==> config.mk <==
export PLATFORM = sky130hd
export DESIGN_NAME = lcd_line_timing_and_status
export DESIGN_NICKNAME = d
export VERILOG_FILES = /design/src/sv/lcdlt_pkg.sv /design/src/sv/lcdlt_step.sv /design/src/sv/lcd_line_timing_and_status.sv
export SDC_FILE = /design/constraint.sdc
export NUM_CORES = 1
export LEC_CHECK = 0
export ABC_AREA = 1
export BUFFER_PORTS_ARGS = -buffer_cell sky130_fd_sc_hd__buf_2
export CORE_MARGIN = 5
export CORE_UTILIZATION = 42
export DETAILED_ROUTE_END_ITERATION = 8
export GPL_TIMING_DRIVEN = 1
export SLEW_MARGIN = 20
export SYNTH_ARGS = -nofsm -noshare
export SYNTH_HDL_FRONTEND = slang
export SYNTH_HIERARCHICAL = 1
export SYNTH_SLANG_ARGS = --single-unit
==> constraint.sdc <==
create_clock -name clk -period 3.54 [get_ports clk]
set_input_delay 0.531 -clock clk [delete_from_list [all_inputs] [get_ports clk]]
set_output_delay 0.531 -clock clk [all_outputs]
set_load 0.02 [all_outputs]
==> src/sv/lcdlt_pkg.sv <==
// ----------------------------------------------------------------------------
// LCD line timing package
// Shared types for the line timing and status block: channel payloads,
// display mode codes and the timing state.
// ----------------------------------------------------------------------------
`default_nettype none

package lcdlt_pkg;

	localparam int CNT_W  = 10;
	localparam int LINE_W = 8;

	typedef enum logic [1:0] {
		MODE_HBLANK = 2'd0,
		MODE_VBLANK = 2'd1,
		MODE_OAM    = 2'd2,
		MODE_DRAW   = 2'd3
	} mode_t;

	typedef struct packed {
		logic [7:0] cycles;
		logic       lcd_enable;
		logic [7:0] lyc;
		logic       int_en_hblank;
		logic       int_en_vblank;
		logic       int_en_oam;
		logic       int_en_lyc;
	} in_t;

	typedef struct packed {
		logic [1:0] mode;
		logic [7:0] line;
		logic       lyc_match;
		logic       stat_irq;
		logic       vblank_irq;
		logic       render_req;
		logic [7:0] render_line;
	} out_t;

	typedef struct packed {
		logic signed [CNT_W-1:0] cycle_counter;
		logic [LINE_W-1:0]       current_line;
		logic                    prev_stat_cond;
	} timing_state_t;

endpackage

`default_nettype wire

==> src/sv/lcdlt_step.sv <==
// ----------------------------------------------------------------------------
// LCD line timing step
// Next-state and result logic for one transaction: counter update, mode
// decode, line compare, status edge detect and line advance.
// ----------------------------------------------------------------------------
`default_nettype none

module lcdlt_step #(
	parameter int LINE_CYCLES   = 456,
	parameter int OAM_CYCLES    = 80,
	parameter int DRAW_CYCLES   = 172,
	parameter int VISIBLE_LINES = 144,
	parameter int LAST_LINE     = 153
) (
	input  lcdlt_pkg::timing_state_t state,
	input  lcdlt_pkg::in_t           item,
	output lcdlt_pkg::timing_state_t state_next,
	output lcdlt_pkg::out_t          result
);
	import lcdlt_pkg::*;

	localparam logic signed [CNT_W-1:0] LineCnt = CNT_W'(LINE_CYCLES);
	localparam logic signed [CNT_W-1:0] OamThr  = CNT_W'(LINE_CYCLES - OAM_CYCLES);
	localparam logic signed [CNT_W-1:0] DrawThr =
		CNT_W'(LINE_CYCLES - OAM_CYCLES - DRAW_CYCLES);
	localparam logic [LINE_W-1:0] VisLine  = LINE_W'(VISIBLE_LINES);
	localparam logic [LINE_W-1:0] LastLine = LINE_W'(LAST_LINE);

	logic signed [CNT_W-1:0] cnt_sub;
	mode_t                   mode;
	logic                    match;
	logic                    cond;
	logic [LINE_W-1:0]       line_inc;

	always_comb begin
		cnt_sub  = state.cycle_counter - $signed({{(CNT_W-8){1'b0}}, item.cycles});
		line_inc = state.current_line + LINE_W'(1);

		if (state.current_line >= VisLine) begin
			mode = MODE_VBLANK;
		end else if (cnt_sub >= OamThr) begin
			mode = MODE_OAM;
		end else if (cnt_sub >= DrawThr) begin
			mode = MODE_DRAW;
		end else begin
			mode = MODE_HBLANK;
		end

		match = (state.current_line == item.lyc);
		cond  = (match && item.int_en_lyc) ||
			(mode == MODE_OAM && item.int_en_oam) ||
			(mode == MODE_HBLANK && item.int_en_hblank) ||
			(mode == MODE_VBLANK && item.int_en_vblank);

		state_next = state;
		result     = '0;

		if (!item.lcd_enable) begin
			// Display off: restart the frame, keep the status edge memory.
			state_next.cycle_counter = LineCnt;
			state_next.current_line  = '0;
			result.mode              = MODE_HBLANK;
		end else begin
			state_next.prev_stat_cond = cond;
			state_next.cycle_counter  = cnt_sub;
			result.mode               = mode;
			result.lyc_match          = match;
			result.stat_irq           = cond && !state.prev_stat_cond;
			if (cnt_sub <= 0) begin
				state_next.cycle_counter = cnt_sub + LineCnt;
				if (state.current_line < VisLine) begin
					result.render_req  = 1'b1;
					result.render_line = state.current_line;
				end
				if (state.current_line >= LastLine || state.current_line == '1) begin
					state_next.current_line = '0;
				end else begin
					state_next.current_line = line_inc;
					result.vblank_irq       = (line_inc == VisLine);
				end
			end
			result.line = state_next.current_line;
		end
	end

endmodule

`default_nettype wire

==> src/sv/lcd_line_timing_and_status.sv <==
// ----------------------------------------------------------------------------
// LCD line timing and status
// Tracks the cycle position within a display line and the line number,
// and reports mode, line match and status, vblank and render events.
// ----------------------------------------------------------------------------
// Usage:
// The input channel carries one timing update per transaction: cycles elapsed,
// display enable, line compare value and four status interrupt enables. Each
// accepted transaction produces exactly one result transaction on the output
// channel with the mode, the new line and the event pulses.
// The result is in the output register on the edge that accepts the input.
// Throughput is one transaction per cycle while the output is taken; the counter,
// line and edge memory update in a single pass of the step logic.
// The output register is the only buffer. While a result waits and out_ready
// is low, in_ready is low and the timing state holds; when the result is
// taken in the same cycle a new input may be accepted.
// Reset sets the cycle counter to LINE_CYCLES, the line to 0, clears the
// status edge memory and empties the output register. No clearing pass.
// ----------------------------------------------------------------------------
`default_nettype none

module lcd_line_timing_and_status #(
	parameter int LINE_CYCLES   = 456,
	parameter int OAM_CYCLES    = 80,
	parameter int DRAW_CYCLES   = 172,
	parameter int VISIBLE_LINES = 144,
	parameter int LAST_LINE     = 153
) (
	input  wire             clk,
	input  wire             arst_n,
	input  wire             in_valid,
	output logic            in_ready,
	input  lcdlt_pkg::in_t  in_data,
	output logic            out_valid,
	input  wire             out_ready,
	output lcdlt_pkg::out_t out_data
);
	import lcdlt_pkg::*;

	timing_state_t state_q;
	timing_state_t state_next;
	out_t          result;
	out_t          out_data_q;
	logic          out_valid_q;
	logic          accept;

	assign in_ready  = !out_valid_q || out_ready;
	assign accept    = in_valid && in_ready;
	assign out_valid = out_valid_q;
	assign out_data  = out_data_q;

	lcdlt_step #(
		.LINE_CYCLES  (LINE_CYCLES),
		.OAM_CYCLES   (OAM_CYCLES),
		.DRAW_CYCLES  (DRAW_CYCLES),
		.VISIBLE_LINES(VISIBLE_LINES),
		.LAST_LINE    (LAST_LINE)
	) u_step (
		.state     (state_q),
		.item      (in_data),
		.state_next(state_next),
		.result    (result)
	);

	always_ff @(posedge clk or negedge arst_n) begin
		if (!arst_n) begin
			state_q.cycle_counter  <= CNT_W'(LINE_CYCLES);
			state_q.current_line   <= '0;
			state_q.prev_stat_cond <= 1'b0;
			out_valid_q            <= 1'b0;
		end else begin
			if (accept) begin
				state_q     <= state_next;
				out_valid_q <= 1'b1;
			end else if (out_ready) begin
				out_valid_q <= 1'b0;
			end
		end
	end

	always_ff @(posedge clk) begin
		if (accept) begin
			out_data_q <= result;
		end
	end

`ifndef SYNTHESIS
	a_cnt_range: assert property (@(posedge clk) disable iff (!arst_n)
		state_q.cycle_counter > 0 && state_q.cycle_counter <= CNT_W'(LINE_CYCLES))
		else $error("cycle counter out of range");

	a_line_range: assert property (@(posedge clk) disable iff (!arst_n)
		state_q.current_line <= LINE_W'(LAST_LINE) || state_q.current_line == '0)
		else $error("line beyond last line");

	a_render_visible: assert property (@(posedge clk) disable iff (!arst_n)
		out_valid_q && out_data_q.render_req |->
		out_data_q.render_line < LINE_W'(VISIBLE_LINES))
		else $error("render request for a non-visible line");

	a_vblank_line: assert property (@(posedge clk) disable iff (!arst_n)
		out_valid_q && out_data_q.vblank_irq |->
		out_data_q.line == LINE_W'(VISIBLE_LINES) && out_data_q.mode != MODE_VBLANK)
		else $error("vblank pulse on wrong line");

	a_stall_state: assert property (@(posedge clk) disable iff (!arst_n)
		!accept |=> $stable(state_q))
		else $error("timing state moved without a transaction");
`endif

endmodule

`default_nettype wire

# Yosys cells after proc, flatten, opt, wreduce, memory -nomap -nowiden
# Cells that the tools add are included.
[word_totals]
latch_bits = 0
rom_bits = 0
memories = 0
ff_bits = 42
word_cells = 55
ramBits = 0
out_inout_bits = 24
[op_classes]
n_addsub = 3
div = 0
mux = 9
n_lt_le_gt_ge = 6
eq_ne = 5
n_shift = 0
reduce_logical = 19
bitwise_logic = 2
multipliers = 0
[op_table]
columns = ["operator", "count"]
rows = [
  ["$mux 18", 2],
  ["$eq 8x8->1 const B", 2],
  ["$ge 8x8->1 const B", 2],
  ["$add 10x10->10 const B", 1],
  ["$ge 10x10->1 const B", 1],
  ["$ge 10x9->1 const B", 1],
  ["$le 10x1->1 const B", 1],
  ["$sub 10x9->10", 1],
  ["$mux 9", 1],
  ["$add 8x1->8 const B", 1],
  ["$eq 8x8->1", 1],
  ["$lt 8x8->1 const B", 1],
  ["$mux 8", 1],
  ["$logic_and 1x1->1", 6],
  ["$mux 2", 3],
  ["$logic_or 1x1->1", 5],
  ["$reduce_and 2->1", 2],
  ["$reduce_and 3->1", 1],
  ["$reduce_or 3->1", 1],
  ["$eq 2x1->1 const B", 1],
  ["$eq 2x2->1 const B", 1],
  ["$logic_not 1->1", 2],
  ["$logic_not 2->1", 1],
  ["$mux 1", 2],
  ["other kinds (2)", 3],
]

# Longest topological paths before layout
[depth]
ltp_word = 11
mapped_depth = 23
mapped_depth_nobuf = 21

# Hierarchy
# Netlist, hierarchy kept.
[modules_own_cells]
columns = ["module", "n_inst", "area_per_inst_um2", "seq_area_each_um2", "cells_each"]
rows = [
  ["lcdlt_step", 1, 1552.7, 0.0, 292],
  ["lcd_line_timing_and_status", 1, 1478.9, 1166.1, 110],
]

# Worst setup path before layout
# Ideal clock, no wire load.
[synth_timing]
path_type = "input to register"
startpoint = "input in_data[13] (netlist name)"
endpoint = "register state_q[8] (netlist name)"
n_path_buf = 2
path_slack_ns = 0.912
arrival_ns = 2.511
path_stages = 21
path_cell_list = "ha_1 inv_2 fa_1 nand2_1 nand3_1 nand3b_1 nand3b_1 nand2_2 nand2_2 inv_2 nand2_1 inv_2 nand4_2 nand2_2 inv_2 buf_4 nor2_1 nor2_1 buf_4 nand3_1 nand2_1"
[synth_lines]
columns = ["element", "line", "text"]
rows = [
  ["from (decl)", "lcd_line_timing_and_status.sv:33", "input lcdlt_pkg::in_t in_data,"],
  ["to (signal assigned)", "lcd_line_timing_and_status.sv:73", "state_q <= state_next;"],
  ["to (decl)", "lcd_line_timing_and_status.sv:40", "timing_state_t state_q;"],
]

# Final worst setup path
[layout_timing]
startpoint = "register state_q[9] (netlist name)"
endpoint = "register state_q[2] (netlist name)"
[layout_between]
elab_chain_cells = 4
[layout_rtl]
columns = ["element", "line", "text"]
rows = [
  ["$sub 10x9->10", "lcdlt_step.sv:36", "cnt_sub = state.cycle_counter - $signed({{(CNT_W-8){1'b0}}, item.cycles});"],
  ["$le 10x1->1", "lcdlt_step.sv:69", "if (cnt_sub <= 0) begin"],
  ["$mux 18", "lcdlt_step.sv:69", ""],
  ["$mux 18", "lcdlt_step.sv:58", "if (!item.lcd_enable) begin"],
]
# No other way between the ends.
# A chain may end at the register's enable or synchronous reset.

==> metrics <==
Final Hold Violating Endpoints=0; worst r2r src=state_q[9]$_DFFE_PN0P_; synthesis-to-finish area growth=11.1%; Max Root-Sink Buffers=2; number of max-cap violations=0; setup TNS=0 ns; DIE WIDTH=95.0 um; Post-DP HPWL=5210 um; complex-gate fraction of the synthesized area=around 5.0%; post-synthesis mux area share=0%; kind of start point of the critical path=flip-flop; Synth top area share=approximately 22%; Post-Synth Simple-Gate Area=34.5%; CP dominant cell by count=nand2_2; gp weighted congestion=around 0.86; Final period util=between 80 and 90%; combinational power share=between 50% and 60%; largest net degree at the start of global routing=23; fin util=a little under half; Max transition margin=58.6%; vias in the first global route=~2600; postcts setup bufs=0; met3 Usage GRT=under 10%; WL final=between 6000 and 7000 um; Initial Util=between 40 and 50%; Reg power frac=between 30% and 40%; Synth Area in Adders=roughly 6.4%; Std-Cell Rows=31; WP data required=3.77 ns; Ys Warns=6; EDFF count, synth=22; outcome=completed; Syn Inst Count=around 400; prevailing post-synth register cell=edfxtp_1; fin nets=between 400 and 500; grt total ovfl=0; PwrDens=slightly below 800 nW/um2; post-DR vias/cell=about 4.9; sw frac=a little under half; Synth Area in XOR/XNOR=roughly 3.5%; Synthesized Nets=442; syn avg cell area=roughly 7.5 um2; met1 Usage GRT=20.8%; Total GRT Usage=16.6%; met2 GRT Util=28.8%; worst hold path type=in2async; Post-CTS Hold Buffers=0; CTS root buffer=clkbuf_8; wire per inst=12.9 um; fin crit period=2.85 ns; core area=around 7000 um2; Psw=1.28 mW; crit path max-delay cell type=dfrtp_1; f_max=around 350 MHz; CTS Buf Count=5; cell accounting for the most synthesized area=edfxtp_1; Cell variety after synth=35; clk slew on worst S/H paths=approximately 0.080 ns; crit-path max FO=13; gr busiest metal=met2; Async S/R FF share, synth=47.6%; Worst-Margin Slew=between 0.6 and 0.7 ns; endpoints failing setup=0; Die Y=~95 um; first-pass GRT wire length=11800 um; clock power share=14.2%; Max Slew Vio Count=0; critical path, cell by cell=inv_1 -> ha_1 -> inv_2 -> fa_1 -> nand2_1 -> nand3_1 -> nand3b_1 -> nand3b_1 -> nand2_2 -> nand2_2 -> inv_2 -> nand2_1 -> inv_2 -> nand4_2 -> nand2_2 -> nand2_2 -> o21ai_1 -> nand3_1 -> nand2_1; CTS sink cnt=42; Int Power=1.40 mW; LEAKAGE=between 1.5 and 2 nW; overall die area=9020 um2; layout cells sized above 1=~20%; mapped cell area=about 3000 um2; largest cells by area after synthesis=edfxtp_1 22%, nand2_1 14%, dfrtp_1 13%, nand3_1 7.4%, inv_1 6.6%; final clock skew=0.00565 ns; via count=approximately 2600; post-synthesis sequential area ratio=slightly below 40%; antenna violations before repair=0; PortBufs=between 40 and 50; n_diodes=0; worst setup path start=state_q[9]$_DFFE_PN0P_; final hold slack=between 0.15 and 0.2 ns; CP arrival=3.08 ns; main combinational cell family by area after synthesis=simple AND/OR/NAND/NOR gates; overall power=2.68 mW; H-tree depth=2; drt initial violations=~100; Crit Path Category=reg2reg; DR DRC count=0; clk_lat worst skew=between 0.2 and 0.3 ns; RSZ-0062 raised after global routing=no; VDD IR max=between 0.3 and 0.4 mV; CTS tree=built; Detail Route Antenna Nets=0; CP Capture Type=flip-flop; CP peak stage delay=about 0.39 ns; drt first pass iters=5; I/O pins=49; post-cts sizing count=0; Seq cells post-synth=42
[cells in the mapped netlist, drive strengths merged, types with 2 or more instances]
cell / n
nand2: 123
inv: 57
nand3: 46
nor2: 34
edfxtp: 22
buf: 18
dfrtp: 16
ha: 14
o21ai: 14
a21oi: 11
nor3: 10
nand4: 7
xnor2: 7
xor2: 5
dfstp: 4
or2: 3
clkbuf: 2
nand3b: 2
nor4: 2
[power by group through the flow]
stage | logic, mW | clock network, mW | registers (mW)
finish | 1.46 | 0.379 | 0.836
global route | 1.69 | 0.410 | 0.861
CTS | 1.47 | 0.394 | 0.841
detailed placement | 1.46 | 0 | 0.850
global placement | 1.43 | 0 | 0.845
floorplan | 1.21 | 0 | 0.861
[cell type report]
type	count	area [um2]
Clock inverter	2	37.5
Timing Repair Buffer	50	255
Clock buffer	6	72.6
Fill cell	761	3770
Tap cell	99	124
Inverter	57	214
Sequential cell	42	1170
Multi-Input combinational cell	283	1500
[final timing paths]
kind                                            to  slack (ns)  depth (start not counted)
setup / recovery            state_q[2]$_DFFE_PN0P_        0.69                         19
hold / removal              state_q[0]$_DFFE_PN0P_        0.20                          1
setup reg to reg            state_q[2]$_DFFE_PN0P_        0.69                         19
hold reg to reg            state_q[12]$_DFFE_PN1P_        0.47                          2
max in group asynchronous  state_q[12]$_DFFE_PN1P_        2.98                          1
min in group clk           state_q[12]$_DFFE_PN1P_        0.47                          2
[sequential cells by signal, indices dropped and copies added (netlist names)]
name	cells
state_q	19
out_valid	1
out_data	22
[per-stage QoR]
| stage | worst slack (ns) | area, um2 | instances |
|---|---|---|---|
| floorplan | 0.912 | 3030 | 402 |
| CTS | 0.676 | 3370 | 539 |
| global placement | 0.605 | 3260 | 531 |
| detailed placement | 0.524 | 3260 | 531 |
| finish | 0.690 | 3370 | 539 |
| global route | 0.370 | 3370 | 539 |
[cell usage in the layout (no fill, tap or decap), types with 9 or more instances in the layout]
cell      count
o21ai_0       9
dfrtp_1      16
edfxtp_1     22
nand3_1      45
a21oi_1      11
buf_2        48
inv_1        53
nor2_1       33
nand2_1     115
ha_1         14
[cells by family (layout without fill, tap and decap cells)]
logic type / Yosys count / in the layout
AOI/OAI and AO/OA: 28 / 28
xor gates and xnor gates: 12 / 12
and+or+nand+nor: 228 / 228
DFF: 42 / 42
adders and majority gates: 15 / 15
buffers and inverters: 77 / 115
[critical path, delay by kind of cell (launching register included)]
kind,cells,cell delay [ns]
buffers and inverters,4,0.22
adders and majority gates,2,0.53
AOI/OAI and AO/OA,1,0.24
DFF,1,0.39
and+or+nand+nor,12,1.41
[per-layer routing]
metal  vias up  part of all wire [%]  wire (um)
met5         -                     0          0
li1       1347                     -          -
met3         9                   4.5        313
met2        68                    50       3480
met1      1203                    44       3050
met4         0                   1.7        116
(Power assumes the default switching activity.)
